File: config.mk
export PLATFORM = sky130hd
export DESIGN_NAME = typed_stable_priority_queue
export DESIGN_NICKNAME = d
export VERILOG_FILES = /design/src/hdl/tspq_pkg.sv /design/src/hdl/tspq_ram.sv /design/src/hdl/typed_stable_priority_queue.sv
export SDC_FILE = /design/constraint.sdc
export NUM_CORES = 1
export LEC_CHECK = 0
export ABC_CLOCK_PERIOD_IN_PS = 12400
export BUFFER_PORTS_ARGS = -buffer_cell sky130_fd_sc_hd__buf_4
export CORE_ASPECT_RATIO = 1.1
export CORE_MARGIN = 10
export CORE_UTILIZATION = 46
export DETAILED_ROUTE_END_ITERATION = 16
export HOLD_SLACK_MARGIN = 0.1
export PLACE_DENSITY = 0.69
export SETUP_SLACK_MARGIN = 0.4
export SLEW_MARGIN = 20
export SYNTH_ARGS = -nofsm -noshare
export SYNTH_HDL_FRONTEND = slang
export SYNTH_HIERARCHICAL = 1
export SYNTH_SLANG_ARGS = --single-unit
export TNS_END_PERCENT = 10
File: constraint.sdc
create_clock -name i_clk -period 12.4 [get_ports i_clk]
set_clock_uncertainty 0.1 [all_clocks]
set_input_delay 1.24 -clock i_clk [delete_from_list [all_inputs] [get_ports i_clk]]
set_output_delay 1.24 -clock i_clk [all_outputs]
set_load 0.01 [all_outputs]
File: src/hdl/tspq_pkg.sv
package tspq_pkg;

    // queue geometry
    localparam int QUEUE_DEPTH = 16;
    localparam int ID_WIDTH    = 8;
    localparam int IDX_W       = $clog2(QUEUE_DEPTH);
    localparam int CNT_W       = $clog2(QUEUE_DEPTH + 1);

    // event types and priority registers
    localparam int TYPE_W    = 3;
    localparam int PRIO_W    = 8;
    localparam int NUM_PRIO  = 6;
    localparam int CFG_IDX_W = 3;

    // action codes
    localparam logic ACT_ADD = 1'b0;
    localparam logic ACT_POP = 1'b1;

    typedef logic [NUM_PRIO-1:0][PRIO_W-1:0] t_prio_arr;

    // reset priorities: none, dialogue, skill, passive, revive, death
    localparam t_prio_arr PRIO_RESET = {8'd2, 8'd3, 8'd25, 8'd20, 8'd1, 8'd0};

    // one stored entry; priority latched at insertion
    typedef struct packed {
        logic [PRIO_W-1:0]   prio;
        logic [TYPE_W-1:0]   etype;
        logic [ID_WIDTH-1:0] id;
    } t_entry;

    localparam int ENTRY_W = $bits(t_entry);

endpackage

File: src/hdl/tspq_ram.sv
module tspq_ram #(
    parameter int WIDTH = 8,
    parameter int DEPTH = 16
) (
    input  logic                     i_clk,
    input  logic                     i_we,
    input  logic [$clog2(DEPTH)-1:0] i_waddr,
    input  logic [WIDTH-1:0]         i_wdata,
    input  logic [$clog2(DEPTH)-1:0] i_raddr,
    output logic [WIDTH-1:0]         o_rdata
);

    logic [WIDTH-1:0] r_mem [DEPTH];

    // one write port, one registered read port
    always_ff @(posedge i_clk) begin
        if (i_we) begin
            r_mem[i_waddr] <= i_wdata;
        end
        o_rdata <= r_mem[i_raddr];
    end

endmodule

File: src/hdl/typed_stable_priority_queue.sv
// Add: result in the cycle after the item is accepted; one item per cycle while adds flow.
// Pop: one RAM read per cycle to scan the held entries for the lowest priority, then one
//   read and one write per cycle to close the gap behind the winner. Empty pop: result in
//   the cycle after acceptance. A stalled result holds the input off until it is taken.
// Reset (synchronous, active low) empties the queue and restores the priority registers;
//   the entry RAM is not cleared, slots at or above the fill count are never read.
module typed_stable_priority_queue (
    input  logic                           i_clk,
    input  logic                           i_rst_n,
    // configuration
    input  logic                           i_cfg_we,
    input  logic [tspq_pkg::CFG_IDX_W-1:0] i_cfg_idx,
    input  logic [tspq_pkg::PRIO_W-1:0]    i_cfg_data,
    // input channel
    input  logic                           i_in_valid,
    output logic                           o_in_ready,
    input  logic                           i_action,
    input  logic [tspq_pkg::ID_WIDTH-1:0]  i_entry_id,
    input  logic [tspq_pkg::TYPE_W-1:0]    i_entry_type,
    // output channel
    output logic                           o_out_valid,
    input  logic                           i_out_ready,
    output logic                           o_popped_valid,
    output logic [tspq_pkg::ID_WIDTH-1:0]  o_popped_id,
    output logic [tspq_pkg::TYPE_W-1:0]    o_popped_type,
    output logic                           o_queue_done,
    output logic                           o_add_dropped,
    output logic [tspq_pkg::CNT_W-1:0]     o_fill_count
);

    localparam int IW = tspq_pkg::IDX_W;
    localparam int CW = tspq_pkg::CNT_W;

    typedef enum logic [1:0] {S_IDLE, S_SCAN, S_SHIFT, S_FIN} t_state;

    t_state                        r_state, n_state;
    logic [CW-1:0]                 r_held, n_held;
    logic [CW-1:0]                 r_rd_idx, n_rd_idx;
    logic                          r_cmp_vld, n_cmp_vld;
    logic [IW-1:0]                 r_cmp_idx, n_cmp_idx;
    logic [IW-1:0]                 r_best_idx, n_best_idx;
    tspq_pkg::t_entry              r_best, n_best;

    logic                          r_out_valid, n_out_valid;
    logic                          r_popped_valid, n_popped_valid;
    logic [tspq_pkg::ID_WIDTH-1:0] r_popped_id, n_popped_id;
    logic [tspq_pkg::TYPE_W-1:0]   r_popped_type, n_popped_type;
    logic                          r_queue_done, n_queue_done;
    logic                          r_add_dropped, n_add_dropped;
    logic [CW-1:0]                 r_fill, n_fill;

    tspq_pkg::t_prio_arr           r_prio;

    logic                          ram_we;
    logic [IW-1:0]                 ram_waddr;
    tspq_pkg::t_entry              ram_wdata;
    logic [IW-1:0]                 ram_raddr;
    tspq_pkg::t_entry              ram_rdata;

    logic                          out_free;
    logic                          in_fire;
    logic                          last_cmp;
    logic [tspq_pkg::PRIO_W-1:0]   add_prio;

    function automatic logic [tspq_pkg::CFG_IDX_W-1:0] CFG_LIMIT();
        return tspq_pkg::CFG_IDX_W'(tspq_pkg::NUM_PRIO);
    endfunction

    // priority registers
    always_ff @(posedge i_clk) begin
        if (!i_rst_n) begin
            r_prio <= tspq_pkg::PRIO_RESET;
        end else if (i_cfg_we && (i_cfg_idx < CFG_LIMIT())) begin
            r_prio[i_cfg_idx] <= i_cfg_data;
        end
    end

    // priority of the incoming type; unknown codes take the none priority
    assign add_prio = (i_entry_type < tspq_pkg::TYPE_W'(tspq_pkg::NUM_PRIO))
                      ? r_prio[i_entry_type] : r_prio[0];

    // entry store
    tspq_ram #(
        .WIDTH (tspq_pkg::ENTRY_W),
        .DEPTH (tspq_pkg::QUEUE_DEPTH)
    ) u_ram (
        .i_clk   (i_clk),
        .i_we    (ram_we),
        .i_waddr (ram_waddr),
        .i_wdata (ram_wdata),
        .i_raddr (ram_raddr),
        .o_rdata (ram_rdata)
    );

    // handshakes
    assign out_free   = !r_out_valid || i_out_ready;
    assign o_in_ready = (r_state == S_IDLE) && out_free;
    assign in_fire    = i_in_valid && o_in_ready;
    assign last_cmp   = r_cmp_vld && (CW'(r_cmp_idx) == (r_held - CW'(1)));

    // next-state logic
    always_comb begin
        n_state        = r_state;
        n_held         = r_held;
        n_rd_idx       = r_rd_idx;
        n_cmp_vld      = r_cmp_vld;
        n_cmp_idx      = r_cmp_idx;
        n_best_idx     = r_best_idx;
        n_best         = r_best;
        n_out_valid    = r_out_valid && !i_out_ready;
        n_popped_valid = r_popped_valid;
        n_popped_id    = r_popped_id;
        n_popped_type  = r_popped_type;
        n_queue_done   = r_queue_done;
        n_add_dropped  = r_add_dropped;
        n_fill         = r_fill;
        ram_we         = 1'b0;
        ram_waddr      = r_held[IW-1:0];
        ram_wdata      = '{prio: add_prio, etype: i_entry_type, id: i_entry_id};
        ram_raddr      = '0;

        unique case (r_state)
            S_IDLE: begin
                if (in_fire) begin
                    if (i_action == tspq_pkg::ACT_ADD) begin
                        n_out_valid    = 1'b1;
                        n_popped_valid = 1'b0;
                        n_popped_id    = '0;
                        n_popped_type  = '0;
                        n_queue_done   = 1'b0;
                        if (r_held == CW'(tspq_pkg::QUEUE_DEPTH)) begin
                            n_add_dropped = 1'b1;
                            n_fill        = r_held;
                        end else begin
                            ram_we        = 1'b1;
                            n_held        = r_held + CW'(1);
                            n_add_dropped = 1'b0;
                            n_fill        = r_held + CW'(1);
                        end
                    end else if (r_held == '0) begin
                        // empty pop ends the turn
                        n_out_valid    = 1'b1;
                        n_popped_valid = 1'b0;
                        n_popped_id    = '0;
                        n_popped_type  = '0;
                        n_queue_done   = 1'b1;
                        n_add_dropped  = 1'b0;
                        n_fill         = '0;
                    end else begin
                        ram_raddr = '0;
                        n_rd_idx  = CW'(1);
                        n_cmp_vld = 1'b1;
                        n_cmp_idx = '0;
                        n_state   = S_SCAN;
                    end
                end
            end

            S_SCAN: begin
                // strict less keeps the earliest entry among equals
                if (r_cmp_vld && ((r_cmp_idx == '0) || (ram_rdata.prio < r_best.prio))) begin
                    n_best_idx = r_cmp_idx;
                    n_best     = ram_rdata;
                end
                if (last_cmp) begin
                    n_cmp_vld = 1'b0;
                    if ((CW'(n_best_idx) + CW'(1)) < r_held) begin
                        n_rd_idx = CW'(n_best_idx) + CW'(1);
                        n_state  = S_SHIFT;
                    end else begin
                        n_state = S_FIN;
                    end
                end else if (r_rd_idx < r_held) begin
                    ram_raddr = r_rd_idx[IW-1:0];
                    n_rd_idx  = r_rd_idx + CW'(1);
                    n_cmp_vld = 1'b1;
                    n_cmp_idx = r_rd_idx[IW-1:0];
                end else begin
                    n_cmp_vld = 1'b0;
                end
            end

            S_SHIFT: begin
                // move each later entry down by one slot
                if (r_cmp_vld) begin
                    ram_we    = 1'b1;
                    ram_waddr = r_cmp_idx - IW'(1);
                    ram_wdata = ram_rdata;
                end
                if (last_cmp) begin
                    n_cmp_vld = 1'b0;
                    n_state   = S_FIN;
                end else if (r_rd_idx < r_held) begin
                    ram_raddr = r_rd_idx[IW-1:0];
                    n_rd_idx  = r_rd_idx + CW'(1);
                    n_cmp_vld = 1'b1;
                    n_cmp_idx = r_rd_idx[IW-1:0];
                end else begin
                    n_cmp_vld = 1'b0;
                end
            end

            S_FIN: begin
                if (out_free) begin
                    n_out_valid    = 1'b1;
                    n_popped_valid = 1'b1;
                    n_popped_id    = r_best.id;
                    n_popped_type  = r_best.etype;
                    n_queue_done   = 1'b0;
                    n_add_dropped  = 1'b0;
                    n_held         = r_held - CW'(1);
                    n_fill         = r_held - CW'(1);
                    n_state        = S_IDLE;
                end
            end

            default: begin
                n_state = S_IDLE;
            end
        endcase
    end

    // state and registered outputs
    always_ff @(posedge i_clk) begin
        if (!i_rst_n) begin
            r_state     <= S_IDLE;
            r_held      <= '0;
            r_cmp_vld   <= 1'b0;
            r_out_valid <= 1'b0;
        end else begin
            r_state     <= n_state;
            r_held      <= n_held;
            r_cmp_vld   <= n_cmp_vld;
            r_out_valid <= n_out_valid;
        end
        r_rd_idx       <= n_rd_idx;
        r_cmp_idx      <= n_cmp_idx;
        r_best_idx     <= n_best_idx;
        r_best         <= n_best;
        r_popped_valid <= n_popped_valid;
        r_popped_id    <= n_popped_id;
        r_popped_type  <= n_popped_type;
        r_queue_done   <= n_queue_done;
        r_add_dropped  <= n_add_dropped;
        r_fill         <= n_fill;
    end

    assign o_out_valid    = r_out_valid;
    assign o_popped_valid = r_popped_valid;
    assign o_popped_id    = r_popped_id;
    assign o_popped_type  = r_popped_type;
    assign o_queue_done   = r_queue_done;
    assign o_add_dropped  = r_add_dropped;
    assign o_fill_count   = r_fill;

endmodule

==> metrics.cfg <==
[clocking]
htree_num_levels=2
cts_root_buf=clkbuf_16
hold_buffers=0
clock_latency_ps=540
cts_sinks=431
post-cts-setup-buffer-count=0
ctsResizeCount=0
numCtsBuffers=42
cts_tree=yes
clockBufferDepth=3
cts.clk_slew.worst_paths_ps=70

[worst_setup_path]
worstPathMaxFanout=5
arrival_ps=5370
critPathSlowestCell=o41ai_1
critPathCaptureType=register
start_kind=register
cp.required_ps=12470
reg2reg_depth=17
crit_path_cell_trace=inv_1 -> ha_1 -> a2111oi_1 -> nor4_2 -> nor2_4 -> mux2_1 -> ha_1 -> inv_1 -> and3_1 -> nor2_1 -> ha_1 -> a21o_1 -> a211oi_1 -> nor2_1 -> nor4_1 -> nor3_1 -> o41ai_1
critPathKind=reg -> reg
cpPeakStageDelay_ps=840
crit_top_cell=ha_1

[timing]
timing.final.ws_setup_ps=7100
period_share_pct=42.7
relSlewSlack_pct=26.5
period_minus_slack_ps=5300
fin_tns_setup_ps=0
fmax_mhz=189
slew_viol_final=0
tightest_slew_ps=1100
rsz0062_at_grt=no
finalHoldViolCount=0
setup_viol=0

[global_routing]
grt_max_degree=64
track_usage_pct=16.5
antenna_found_initial=0
grt_pass1_vias=10100
grt_pass1_wl_um=60600
overflow=0

[final_layout]
nets=1246
drive_gt1_share_pct=23.6
postLayoutCellArea_um2=20300
area_delta_synth_final_pct=14.4
diodes=0

[floorplanning]
num_rows=75
die_area_um2=46900
coreArea_um2=38200
start_util_pct=46.5
ioPinCount=49
fp.dieH_um=226
die_x_um=207

[pwr]
p_total_mw=3.88
leakage_nw=6.77
power_density_nw_per_um2=191
ir_drop_v=0.000129

[synthesis]
syn_area_per_cell_um2=15.8
yosys_warnings=6
ys_types=69
synthFlopType=edfxtp_1
synth_area_um2=17800
synth_nets=1177
synth-edff-count=355
ys_ff_latch=431
syn_inst=1122
seq_area_frac_synth_pct=68.6
async_reset_ff_share_pct=0

[outcome]
status=complete, no violations

[min_path]
hp-class=reg -> reg
min_path_cells=0

[drt]
routedWlPerCell_um=22.5
first_iter_violations=747
antenna_left=0
viasPerCell=5.72
vias=9864
drc=0
drt_first_pass_iters=6
wirelength_um=38900

[job]
drv_cap=0

[placed_design]
gp_congestion=0.843
dp_worst_setup_slack_ps=7090
dp_hpwl_um=22800
placed_area_um2=18800
io_buffers=48

[cells in the mapped netlist, drive strengths merged, types with 6 or more instances]
master | instances | area share (%)
nor3 | 13 | 0.37
nand2 | 150 | 3.2
a22oi | 38 | 1.6
inv | 22 | 0.46
ha | 27 | 1.9
and2 | 23 | 0.81
buf | 21 | 0.79
o21ai | 20 | 0.58
mux2i | 20 | 1.1
mux4 | 84 | 11
a21boi | 43 | 1.8
nand3 | 19 | 0.54
nand2b | 10 | 0.35
nor2 | 47 | 1.0
dfxtp | 76 | 8.6
xor2 | 8 | 0.39
mux2 | 15 | 0.95
clkbuf | 29 | 0.61
xnor2 | 7 | 0.35
a21oi | 21 | 0.59
nor2b | 10 | 0.35
a31oi | 6 | 0.21
edfxtp | 355 | 60
[registers in the layout (all words and copies together) (netlist names), 2 cells and up]
| register | flops |
|---|---|
| o_fill_count | 5 |
| o_popped_id | 8 |
| o_popped_type | 3 |
| r_best | 19 |
| r_best_idx | 4 |
| r_cmp_idx | 4 |
| r_held | 5 |
| r_prio | 48 |
| r_rd_idx | 5 |
| r_state | 2 |
| u_ram/o_rdata | 19 |
| u_ram/r_mem | 304 |
[cell usage in the layout, fill, tap and decap left out, drive strengths merged, types with 20 or more instances in the layout]
cell type	count
edfxtp	355
nand2	150
mux4	84
dfxtp	76
buf	75
clkbuf	55
nor2	47
a21boi	43
a22oi	38
ha	27
inv	23
and2	23
a21oi	21
mux2i	20
o21ai	20
[final timing paths]
path	start	to	slack [ps]
setup / recovery	r_best[12]$_DFFE_PP_	r_rd_idx[4]$_SDFFCE_PP0P_	7100
hold / removal	u_ram/o_rdata[2]$_DFF_P_	r_best[2]$_DFFE_PP_	330
setup reg to reg	r_best[12]$_DFFE_PP_	r_rd_idx[4]$_SDFFCE_PP0P_	7100
hold reg to reg	u_ram/o_rdata[2]$_DFF_P_	r_best[2]$_DFFE_PP_	330
[area by class of cell]
class | instances | area (um2)
clock inverter | 23 | 295
fill | 3008 | 17900
multi-input combinational | 619 | 5360
sequential | 431 | 12200
timing repair buffer | 75 | 563
tap | 500 | 626
inverter | 22 | 82.6
clock buffer | 55 | 1210
[through the flow]
step	cells	hold WS, ps	util (%)
after global placement	1646	310	49.1
after floorplan	1122	304	-
final	1725	333	53.2
after global routing	1725	337	53.2
after CTS	1724	333	53.1
after detailed placement	1646	314	49.1
[critical path: cells and delay by family (launching register included)]
| family | cells | cell delay [ps] |
|---|---|---|
| compound gates | 4 | 2010 |
| fa+ha+maj | 3 | 740 |
| buf+inv | 2 | 130 |
| flops | 1 | 360 |
| mux | 1 | 390 |
| simple gates | 7 | 1170 |
[per-layer routing]
layer / up-vias / GRT usage (%) / share of wire [%]
met3: 51 / 2.24 / 5.4
met1: 5048 / 21.3 / 42
met5: - / 0 / 0
met4: 0 / 4.52 / 1.8
li1: 4469 / - / -
met2: 296 / 28.6 / 50
[cells by family (layout without fill, tap and decap cells)]
kind of cell | count (synthesis) | count (layout) | share of synthesized area, %
compound gates | 161 | 161 | 6.45
mux | 119 | 119 | 12.7
simple gates | 297 | 297 | 7.73
xor+xnor | 15 | 15 | 0.740
flops | 431 | 431 | 68.6
fa+ha+maj | 27 | 27 | 1.90
buf+inv | 72 | 175 | 1.87
[power by group]
part           switching [mW]  internal, mW  leakage, nW  total (mW)
Combinational           0.411         0.306         2.16       0.717
Sequential             0.0802          1.72         3.87        1.80
Clock                   0.531         0.837        0.742        1.37
(Power assumes the default switching activity.)
